File: config.mk
export PLATFORM = sky130hd
export DESIGN_NAME = step_response_metrics
export DESIGN_NICKNAME = d
export VERILOG_FILES = /design/src/srm_pkg.sv /design/src/step_response_metrics.sv
export VERILOG_INCLUDE_DIRS = /design/src /design/src/src
export SDC_FILE = /design/constraint.sdc
export NUM_CORES = 2
export LEC_CHECK = 0
export BUFFER_PORTS_ARGS = -buffer_cell sky130_fd_sc_hd__buf_2
export CAP_MARGIN = 20
export CORE_ASPECT_RATIO = 1.2
export CORE_UTILIZATION = 58
export CTS_CLUSTER_SIZE = 14
export DETAILED_ROUTE_END_ITERATION = 6
export GPL_ROUTABILITY_DRIVEN = 0
export HOLD_SLACK_MARGIN = 0.15
export PLACE_DENSITY = 0.77
export REMOVE_ABC_BUFFERS = 1
export SYNTH_ARGS = -nofsm -noshare
export SYNTH_HDL_FRONTEND = slang
export SYNTH_SLANG_ARGS = --single-unit
File: constraint.sdc
create_clock -name clk -period 8.35 [get_ports clk]
set_input_delay 1.67 -clock clk [delete_from_list [all_inputs] [get_ports clk]]
set_output_delay 1.67 -clock clk [all_outputs]
set_load 0.01 [all_outputs]
File: src/assert_macros.svh
// Assertion macros shared by the step response metrics RTL.
`ifndef ASSERT_MACROS_SVH
`define ASSERT_MACROS_SVH

// Check a condition at every clock edge outside reset.
`define ASSERT_ALWAYS(label, expr, msg) \
  label: assert property (@(posedge clk) disable iff (rst) (expr)) else $error(msg);

// Check that a condition implies another in the same cycle.
`define ASSERT_IMPLIES(label, ante, cons, msg) \
  label: assert property (@(posedge clk) disable iff (rst) (ante) |-> (cons)) else $error(msg);

// Check that a condition implies another in the next cycle.
`define ASSERT_NEXT(label, ante, cons, msg) \
  label: assert property (@(posedge clk) disable iff (rst) (ante) |=> (cons)) else $error(msg);

`endif

File: src/srm_pkg.sv
// Shared types and constants for the step response metrics block.
package srm_pkg;

  localparam int unsigned DEFAULT_MAX_RUN_LENGTH = 65536;

  localparam int LEVEL_W    = 23;
  localparam int SCALE_W    = 24;
  localparam int SAMPLE_W   = 24;
  localparam int COUNT_W    = 17;
  localparam int PCT_W      = 32;
  localparam int ERR_W      = 24;
  localparam int CFG_IDX_W  = 3;
  localparam int CFG_DATA_W = 24;

  // Register reset values
  localparam logic [LEVEL_W-1:0] TARGET_RESET    = 23'd65536;
  localparam logic [LEVEL_W-1:0] RISE_LOW_RESET  = 23'd6554;
  localparam logic [LEVEL_W-1:0] RISE_HIGH_RESET = 23'd58982;
  localparam logic [LEVEL_W-1:0] BAND_RESET      = 23'd3277;
  localparam logic [SCALE_W-1:0] SCALE_RESET     = 24'd6553600;

  // Configuration register indexes
  typedef enum logic [CFG_IDX_W-1:0] {
    CFG_TARGET    = 3'd0,
    CFG_RISE_LOW  = 3'd1,
    CFG_RISE_HIGH = 3'd2,
    CFG_BAND      = 3'd3,
    CFG_SCALE     = 3'd4
  } cfg_reg_t;

  typedef struct packed {
    logic signed [SAMPLE_W-1:0] sample;
    logic                       last;
  } sample_t;

  typedef struct packed {
    logic [COUNT_W-1:0] rise_samples;
    logic [COUNT_W-1:0] settling_samples;
    logic [COUNT_W-1:0] peak_index;
    logic [PCT_W-1:0]   overshoot_percent;
    logic [ERR_W-1:0]   final_error;
    logic [COUNT_W-1:0] sample_count;
  } result_t;

endpackage

File: src/step_response_metrics.sv
// Top level of the step response metrics block.
// Takes one signed Q7.16 sample per cycle and reports, at the end of each run,
// rise time, settling time and peak index in samples, overshoot percent in
// Q16.16, steady-state error and the run length. A run ends on a sample with
// last set, or on the sample at index MAX_RUN_LENGTH - 1. Throughput is one
// sample per clock: the run trackers update directly from the input
// register. The closing figures of a run are held in the finish stage, and
// the overshoot multiply result is then registered at the output. Samples keep
// flowing while a result waits at the output; input stalls only when a run
// closes with both the multiply stage and the output register occupied.
// The user writes configuration through the cfg port while idle; the block does not enforce it.
`include "assert_macros.svh"

module step_response_metrics #(
  parameter int unsigned MAX_RUN_LENGTH = srm_pkg::DEFAULT_MAX_RUN_LENGTH
) (
  input  logic                            clk,
  input  logic                            rst,
  input  logic                            sample_valid,
  output logic                            sample_ready,
  input  srm_pkg::sample_t                sample_item,
  output logic                            result_valid,
  input  logic                            result_ready,
  output srm_pkg::result_t                result_item,
  input  logic                            cfg_valid,
  output logic                            cfg_ready,
  input  logic [srm_pkg::CFG_IDX_W-1:0]   cfg_index,
  input  logic [srm_pkg::CFG_DATA_W-1:0]  cfg_data
);

  localparam int CNT_W = $clog2(MAX_RUN_LENGTH + 1);

  // Configuration registers
  logic [srm_pkg::LEVEL_W-1:0] target_level;
  logic [srm_pkg::LEVEL_W-1:0] rise_low_level;
  logic [srm_pkg::LEVEL_W-1:0] rise_high_level;
  logic [srm_pkg::LEVEL_W-1:0] settle_band;
  logic [srm_pkg::SCALE_W-1:0] overshoot_scale;

  // Input register
  logic                                cur_valid;
  logic signed [srm_pkg::SAMPLE_W-1:0] cur_sample;
  logic                                cur_last;

  // Run trackers
  logic [CNT_W-1:0]                    sample_index;
  logic [CNT_W-1:0]                    rise_start_index;
  logic                                rise_start_seen;
  logic [CNT_W-1:0]                    rise_end_index;
  logic                                rise_end_seen;
  logic [CNT_W-1:0]                    out_of_band_index;
  logic                                out_of_band_seen;
  logic signed [srm_pkg::SAMPLE_W-1:0] peak_value;
  logic [CNT_W-1:0]                    peak_at;
  logic                                peak_seen;

  // Finish stage register
  logic                                fin_valid;
  logic [CNT_W-1:0]                    fin_rise;
  logic [CNT_W-1:0]                    fin_settle;
  logic [CNT_W-1:0]                    fin_peak_idx;
  logic [CNT_W-1:0]                    fin_count;
  logic [srm_pkg::ERR_W-1:0]           fin_err;
  logic [srm_pkg::LEVEL_W-1:0]         fin_excess;

  // Combinational tracker logic
  logic                       res_free;
  logic                       fin_free;
  logic                       cur_close;
  logic                       cur_consume;
  logic [CNT_W-1:0]           run_len;
  logic signed [24:0]         y_ext;
  logic signed [24:0]         tgt_s;
  logic signed [24:0]         low_s;
  logic signed [24:0]         high_s;
  logic signed [24:0]         diff;
  logic [24:0]                dev_mag;
  logic                       start_hit;
  logic                       end_hit;
  logic                       peak_hit;
  logic                       oob_hit;
  logic [CNT_W-1:0]           rs_idx_eff;
  logic [CNT_W-1:0]           re_idx_eff;
  logic                       rs_seen_eff;
  logic                       re_seen_eff;
  logic signed [srm_pkg::SAMPLE_W-1:0] peak_eff;
  logic signed [24:0]         excess_full;
  logic [CNT_W-1:0]           rise_val;
  logic [CNT_W-1:0]           settle_val;
  logic [CNT_W-1:0]           peak_idx_val;
  logic [srm_pkg::LEVEL_W-1:0] excess_val;
  logic [46:0]                product;
  logic [47:0]                rounded;
  srm_pkg::result_t           result_next;

  assign cfg_ready = 1'b1;

  // Write configuration registers
  always_ff @(posedge clk) begin
    if (rst) begin
      target_level    <= srm_pkg::TARGET_RESET;
      rise_low_level  <= srm_pkg::RISE_LOW_RESET;
      rise_high_level <= srm_pkg::RISE_HIGH_RESET;
      settle_band     <= srm_pkg::BAND_RESET;
      overshoot_scale <= srm_pkg::SCALE_RESET;
    end else if (cfg_valid) begin
      case (cfg_index)
        srm_pkg::CFG_TARGET:    target_level    <= cfg_data[srm_pkg::LEVEL_W-1:0];
        srm_pkg::CFG_RISE_LOW:  rise_low_level  <= cfg_data[srm_pkg::LEVEL_W-1:0];
        srm_pkg::CFG_RISE_HIGH: rise_high_level <= cfg_data[srm_pkg::LEVEL_W-1:0];
        srm_pkg::CFG_BAND:      settle_band     <= cfg_data[srm_pkg::LEVEL_W-1:0];
        srm_pkg::CFG_SCALE:     overshoot_scale <= cfg_data;
        default: ;
      endcase
    end
  end

  // Flow control: each stage advances when the one after it has room; only a run-closing sample needs the finish stage
  assign res_free     = !result_valid || result_ready;
  assign fin_free     = !fin_valid || res_free;
  assign cur_close    = cur_last || (sample_index == CNT_W'(MAX_RUN_LENGTH - 1));
  assign cur_consume  = cur_valid && (!cur_close || fin_free);
  assign sample_ready = !cur_valid || cur_consume;

  // Capture the incoming sample transaction
  always_ff @(posedge clk) begin
    if (rst) begin
      cur_valid <= 1'b0;
    end else if (sample_ready) begin
      cur_valid <= sample_valid;
    end
  end

  always_ff @(posedge clk) begin
    if (sample_ready) begin
      cur_sample <= sample_item.sample;
      cur_last   <= sample_item.last;
    end
  end

  // Compare the current sample against the levels and the running peak
  always_comb begin
    run_len     = sample_index + CNT_W'(1);
    y_ext       = {cur_sample[srm_pkg::SAMPLE_W-1], cur_sample};
    tgt_s       = {2'b00, target_level};
    low_s       = {2'b00, rise_low_level};
    high_s      = {2'b00, rise_high_level};
    diff        = y_ext - tgt_s;
    dev_mag     = diff[24] ? 25'(-diff) : 25'(diff);
    start_hit   = !rise_start_seen && (y_ext >= low_s);
    end_hit     = !rise_end_seen && (y_ext >= high_s);
    peak_hit    = cur_sample > peak_value;
    oob_hit     = dev_mag[srm_pkg::ERR_W-1:0] > srm_pkg::ERR_W'(settle_band);

    rs_idx_eff  = start_hit ? sample_index : rise_start_index;
    re_idx_eff  = end_hit ? sample_index : rise_end_index;
    rs_seen_eff = rise_start_seen || start_hit;
    re_seen_eff = rise_end_seen || end_hit;
    peak_eff    = peak_hit ? cur_sample : peak_value;

    // Rise time falls back to the run length without a proper crossing
    if (rs_seen_eff && re_seen_eff && (re_idx_eff > rs_idx_eff)) begin
      rise_val = re_idx_eff - rs_idx_eff;
    end else begin
      rise_val = run_len;
    end

    // An out-of-band current sample settles at the run length too
    if (oob_hit || !out_of_band_seen) begin
      settle_val = run_len;
    end else begin
      settle_val = out_of_band_index + CNT_W'(1);
    end

    if (peak_hit) begin
      peak_idx_val = sample_index;
    end else if (peak_seen) begin
      peak_idx_val = peak_at;
    end else begin
      peak_idx_val = run_len;
    end

    // Peak never exceeds the 23-bit positive range, so the excess fits
    excess_full = {peak_eff[srm_pkg::SAMPLE_W-1], peak_eff} - tgt_s;
    excess_val  = (excess_full > 25'sd0) ? excess_full[srm_pkg::LEVEL_W-1:0] : '0;
  end

  // Update the run trackers; clear them when the run closes
  always_ff @(posedge clk) begin
    if (rst) begin
      sample_index      <= '0;
      rise_start_index  <= '0;
      rise_start_seen   <= 1'b0;
      rise_end_index    <= '0;
      rise_end_seen     <= 1'b0;
      out_of_band_index <= '0;
      out_of_band_seen  <= 1'b0;
      peak_value        <= '0;
      peak_at           <= '0;
      peak_seen         <= 1'b0;
    end else if (cur_consume) begin
      if (cur_close) begin
        sample_index      <= '0;
        rise_start_index  <= '0;
        rise_start_seen   <= 1'b0;
        rise_end_index    <= '0;
        rise_end_seen     <= 1'b0;
        out_of_band_index <= '0;
        out_of_band_seen  <= 1'b0;
        peak_value        <= '0;
        peak_at           <= '0;
        peak_seen         <= 1'b0;
      end else begin
        sample_index     <= run_len;
        rise_start_index <= rs_idx_eff;
        rise_start_seen  <= rs_seen_eff;
        rise_end_index   <= re_idx_eff;
        rise_end_seen    <= re_seen_eff;
        if (oob_hit) begin
          out_of_band_index <= sample_index;
          out_of_band_seen  <= 1'b1;
        end
        if (peak_hit) begin
          peak_value <= cur_sample;
          peak_at    <= sample_index;
          peak_seen  <= 1'b1;
        end
      end
    end
  end

  // Hold the closing figures for the overshoot multiply
  always_ff @(posedge clk) begin
    if (rst) begin
      fin_valid <= 1'b0;
    end else if (cur_consume && cur_close) begin
      fin_valid <= 1'b1;
    end else if (res_free) begin
      fin_valid <= 1'b0;
    end
  end

  always_ff @(posedge clk) begin
    if (cur_consume && cur_close) begin
      fin_rise     <= rise_val;
      fin_settle   <= settle_val;
      fin_peak_idx <= peak_idx_val;
      fin_count    <= run_len;
      fin_err      <= dev_mag[srm_pkg::ERR_W-1:0];
      fin_excess   <= excess_val;
    end
  end

  // Scale the excess to percent with rounding; the product stays below 2^47,
  // so the rounded result always fits 32 bits
  always_comb begin
    product = 47'(fin_excess) * 47'(overshoot_scale);
    rounded = 48'(product) + 48'h8000;
    result_next.rise_samples      = srm_pkg::COUNT_W'(fin_rise);
    result_next.settling_samples  = srm_pkg::COUNT_W'(fin_settle);
    result_next.peak_index        = srm_pkg::COUNT_W'(fin_peak_idx);
    result_next.overshoot_percent = rounded[47:16];
    result_next.final_error       = fin_err;
    result_next.sample_count      = srm_pkg::COUNT_W'(fin_count);
  end

  // Present the result transaction
  always_ff @(posedge clk) begin
    if (rst) begin
      result_valid <= 1'b0;
    end else if (res_free) begin
      result_valid <= fin_valid;
    end
  end

  always_ff @(posedge clk) begin
    if (res_free && fin_valid) begin
      result_item <= result_next;
    end
  end

  `ASSERT_ALWAYS(a_index_range, sample_index < CNT_W'(MAX_RUN_LENGTH), "sample index past run limit")
  `ASSERT_NEXT(a_clear_after_run, cur_consume && cur_close, sample_index == '0 && !peak_seen && !rise_start_seen && !rise_end_seen && !out_of_band_seen, "run state not cleared")
  `ASSERT_IMPLIES(a_peak_positive, peak_seen, peak_value > 24'sd0, "tracked peak not positive")
  `ASSERT_IMPLIES(a_fin_bounds, fin_valid, fin_rise <= fin_count && fin_settle <= fin_count && fin_peak_idx <= fin_count, "finish figures exceed run length")

endmodule
Yosys cells after proc, flatten, opt, wreduce, memory -nomap -nowiden
Cells that the tools add are included.

Register bits after elaboration: 496. Bits in latches: 0. Memory bits (writable): 0. ROM bits: 0. Input bits: 57. Output and inout port bits: 127. Logic and storage cells: 108. Memories: 0.

Add/sub/neg operators: 7. $mul: 1. Divide/modulo/power cells: 0. $lt $le $gt $ge: 6. Equal/unequal tests: 5. Shifts and indexed selects: 0. Muxes and demuxes: 24. Bitwise logic cells: 0. Reduce and logical (&&, ||, !) cells: 33.

Operators with widths (number): two-way mux 17 bit (13); two-way mux 24 bit (3); subtractor 24 x 24 -> 25 bit (2); adder 47 x 16 -> 48 bit (second input constant) (1); >= comparator 24 bit (2); multiplier 23 x 24 -> 47 bit (1); adder 17 x 1 -> 17 bit (second input constant) (2); > comparator 25 x 1 -> 1 bit (second input constant) (1); > comparator 24 x 23 -> 1 bit (1); > comparator 24 bit (1); negation 24 bit (1); == test 17 x 16 -> 1 bit (second input constant) (1); > comparator 17 bit (1); subtractor 17 bit (1); AND reduction 2 bit (7); logical OR 1 bit (8); two-way mux 1 bit (8); logical AND 1 bit (7); zero test 1 bit (7); == test 3 x 2 -> 1 bit (second input constant) (2); nonzero test 2 bit (3); == test 3 x 1 -> 1 bit (second input constant) (1); == test 3 bit (second input constant) (1); zero test 3 bit (1).

Longest topological paths before layout
Depth in word-level cells: 7. Mapped depth: 28. Gate-level depth less buffers: 27.

Worst setup path after synthesis
OpenSTA, ideal clock, no wires.

Path kind: in2reg. Start point: input port result_ready. End point: register result_item[0] in the netlist's numbering (enable). Library setup time: 624 ps. Arrival time: 7234 ps. Data required time: 7726 ps. Path slack: 493 ps. Stages on the path: 2. Path buffers: 0. Cells stage by stage: nor2b_1 > nor2b_1.

Longest elaborated chain between the ends: 2.

RTL lines: from (decl) (RTL line step_response_metrics.sv:23) `input logic result_ready,`; logical OR 1 bit (RTL line step_response_metrics.sv:119) `assign res_free = !result_valid || result_ready;`; logical AND 1 bit (RTL line step_response_metrics.sv:277) `if (res_free && fin_valid) begin`; to (signal assigned) (RTL line step_response_metrics.sv:278) `result_item <= result_next;`; to (decl) (RTL line step_response_metrics.sv:24) `output srm_pkg::result_t result_item,`.

Every way passes these cells. A chain may end at the register's enable or synchronous reset.

Final worst setup path
Start point: register overshoot_scale[5] in the netlist's numbering. End point: register result_item[72] in the netlist's numbering (data pin).

Longest elaborated chain between the ends: 2.

RTL lines: from (decl) (RTL line step_response_metrics.sv:38) `logic [srm_pkg::SCALE_W-1:0] overshoot_scale;`; from (signal assigned) (RTL line step_response_metrics.sv:105) `overshoot_scale <= srm_pkg::SCALE_RESET;`; from (signal assigned) (RTL line step_response_metrics.sv:112) `srm_pkg::CFG_SCALE: overshoot_scale <= cfg_data;`; multiplier 23 x 24 -> 47 bit (RTL line step_response_metrics.sv:257) `product = 47'(fin_excess) * 47'(overshoot_scale);`; adder 47 x 16 -> 48 bit (RTL line step_response_metrics.sv:258) `rounded = 48'(product) + 48'h8000;`; named net rounded[47] (RTL line step_response_metrics.sv:93) `logic [47:0] rounded;`.

The timed path passes the listed nets, and every way through them passes these cells.

==> results.py <==
metrics = {
    "placement": {
        "placedInstanceArea_um2": 43750,
        "place_ws_ns": 0.2330,
        "placed_cells": 5314,
        "dp_hpwl_um": 80700,
        "io_buffers": 182,
    },
    "global_route": {
        "grt-ovfl-total": 0,
        "grt_antenna_before_repair": 2,
        "grt_usage": 0.3014,
        "grt_pass1_vias": 32450,
        "grt_start_max_net_pins": 96,
        "grt_pass1_wl_um": 171200,
    },
    "clock_tree": {
        "cts_sinks": 496,
        "cts-buffers-inserted": 51,
        "cts_tree": "yes",
        "root_buffer": "clkbuf_16",
        "cts.path.max_buffers": 3,
        "cts_setup_buffers": 0,
        "clk-insertion-delay-late_ns": 0.62,
        "cts_max_level": 2,
        "clk_pin_slew_ns": 0.07,
    },
    "sta": {
        "period_share": 0.9340,
        "relSlewSlack": 0.2926,
        "skew_ns": 0.01322,
        "fin_setup_tns_ns": 0,
        "hold_violations": 0,
        "max_clock_freq_mhz": 128.2,
        "whs_ns": 0.4154,
        "worst_slack_ns": 0.5510,
        "min_period_ns": 7.799,
        "rsz0062_at_grt": "false",
        "tightestPinTransition_ns": 1.060,
        "maxSlewViolCount": 0,
        "setup_viol": 0,
    },
    "detailed_routing": {
        "post-route-drc-count": 10,
        "dr_total_vias": 30950,
        "wl_per_cell_um": 19.75,
        "wl_um": 106900,
        "drt_pre_antenna_iters": 7,
        "postRouteAntennaNets": 0,
        "drt-initial-drc-count": 2227,
        "viasPerCell": 5.719,
    },
    "critical_path": {
        "critPathArrivalTime_ns": 8.17,
        "worst-path-max-fanout": 24,
        "reg2reg_from": "overshoot_scale[5]",
        "start_kind": "flop",
        "regToRegSetupSlack_ns": 0.55,
        "critPathKind": "flop to flop",
        "crit_path_start": "overshoot_scale[5]",
        "endpoint_kind": "flop",
        "reg2reg_to": "result_item[72]",
        "cp_data_required_time_ns": 8.72,
        "worstSetupEndpoint": "result_item[72]",
        "r2r_cells": 26,
    },
    "power": {
        "sw_frac_of_total": 0.3393,
        "ir_worst_vdd_uv": 205.5,
        "p_int_mw": 5.121,
        "power_frac_seq": 0.360,
        "switchingPower_mw": 2.629,
        "power-per-cell-area_nw_per_um2": 170.1,
        "p_leak_nw": 20.52,
        "comb_power_share": 0.324,
        "fin_total_pwr_mw": 7.750,
        "clkPwrFrac": 0.316,
    },
    "finish": {
        "areaGrowthSynthToFinish_pct": 8.939,
        "postLayoutCoreUtil": 0.6399,
        "fin_cells": 5412,
        "drive_above_1_share": 0.09233,
        "design_area_um2": 45580,
        "fin_nets": 5315,
    },
    "synthesis": {
        "yosysTopAreaCellShare": 0.2230,
        "synth_area_leaders": "fa_1 22%, edfxtp_1 19%, dfxtp_1 11%",
        "syn-instance-count": 4347,
        "yosys.area.top_type": "fa_1",
        "ys_async_sr_fraction": 0,
        "ys_seq_area_frac": 0.3005,
        "synth-warning-count": 0,
        "syn_avg_cell_area_um2": 9.624,
        "synth.cell_area_um2": 41840,
        "synth-main-ff-cell": "edfxtp_1",
        "synth-seq-cells": 496,
        "synth_cell_types": 85,
        "synth_edf_count": 264,
    },
    "floorplan": {
        "initial_core_util": 0.5874,
        "die-area_um2": 73210,
        "io_pins": 184,
        "dieHeight_um": 296.2,
        "fp-row-count": 107,
        "core_um2": 71220,
        "die_x_um": 247.2,
    },
    "run_status": {
        "status": "finished with violations",
        "violations": "design-rule violations",
    },
    "run": {
        "cap_violations": 0,
    },
    "hold_path": {
        "hold_class": "flop to flop",
    },
}
-- power by group through the flow --
stage          clock network, mW  registers [mW]  logic (mW)
3_3_place_gp                   0            2.84        2.45
3_5_place_dp                   0            2.84        2.50
6_report                    2.45            2.79        2.51
4_1_cts                     2.49            2.79        2.53
2_1_floorplan                  0            2.84        1.71
5_1_grt                     2.57            2.79        2.82
-- routing by layer --
layer | part of all wire | global-route usage | vias to the layer above
li1 | - | - | 14230
met1 | 0.39 | 0.3676 | 15240
met2 | 0.50 | 0.5263 | 1174
met3 | 0.069 | 0.04851 | 297
met4 | 0.043 | 0.1299 | 4
met5 | 0.00018 | 0 | -
-- worst min path at each step --
stage,slack [ns],start,depth (start not counted),end
floorplan,0.40,fin_count[0],0,result_item[0]
global placement,0.40,fin_err[19],0,result_item[36]
detailed placement,0.40,fin_rise[16],0,result_item[123]
CTS,0.42,fin_rise[9],0,result_item[116]
global route,0.42,fin_err[19],0,result_item[36]
finish,0.42,fin_err[21],0,result_item[38]
-- final cells by class --
cell class / count / area, um2
flip-flops and latches: 496 / 12570
fillers: 5727 / 25650
multi-input cells: 2924 / 25850
clock inverters: 34 / 406.6
repair buffers: 257 / 1539
clock buffers: 61 / 1375
inverters: 712 / 2673
well taps: 926 / 1159
diodes: 2 / 5.005
-- Yosys cell counts (70+ instances only) --
cell and n:
nand2_1 599, dfxtp_1 232, ha_1 350, a21o_1 70, clkbuf_1 198, a21oi_1 214, edfxtp_1 264, and2_1 270
nor2_1 177, xnor2_1 82, o21ai_0 101, fa_1 466, inv_1 710
-- flip-flops by register name (all words and copies together) (netlist names), 23 cells and up --
| name | cells |
|---|---|
| target_level | 23 |
| rise_low_level | 23 |
| fin_excess | 23 |
| cur_sample | 24 |
| overshoot_scale | 24 |
| result_item | 124 |
| settle_band | 23 |
| fin_err | 24 |
| rise_high_level | 23 |
| peak_value | 24 |
-- kinds of logic (layout without fill, tap and decap cells) --
| kind of cell | count (synthesis) | count (layout) | synth area share |
|---|---|---|---|
| multiplexers | 66 | 66 | 0.01687 |
| AND/OR/NAND/NOR | 1265 | 1265 | 0.1418 |
| XOR/XNOR | 130 | 130 | 0.02739 |
| flip-flops | 496 | 496 | 0.3005 |
| other | 1 | 3 | 0.00008963 |
| buffers and inverters | 927 | 1064 | 0.08407 |
| adder cells (fa/ha/maj) | 816 | 816 | 0.3277 |
| AO/OA/AOI/OAI | 646 | 646 | 0.1016 |
-- worst max-delay path, stage by stage, from the launching register on --
cell	delay, ns
dfxtp_1	1.02
nand2_1	0.15
fa_1	0.44
fa_1	0.51
inv_1	0.05
fa_1	0.53
ha_1	0.14
inv_1	0.05
fa_1	0.47
inv_1	0.05
fa_1	0.52
inv_1	0.05
fa_1	0.47
inv_1	0.04
ha_1	0.28
a211oi_1	0.24
o21ai_0	0.17
a211oi_1	0.26
a21oi_1	0.28
a21oi_2	0.37
o21ai_0	0.15
buf_4	0.17
a221oi_2	0.35
o21ai_0	0.23
o31a_1	0.31
a21oi_1	0.18
xnor2_1	0.07
-- cell usage in the layout, fill, tap and decap left out, types with 100 or more instances in the layout --
master	instances
nor2_1	174
dfxtp_1	232
a21oi_1	213
edfxtp_1	264
buf_2	181
nand2_1	599
ha_1	350
inv_1	710
and2_1	270
o21ai_0	100
fa_1	466
-- what timing repair did --
item,in CTS,in global routing
resized for setup,0,2
hold buffers,0,0
setup endpoints to repair,0,4
(Power assumes the default switching activity.)
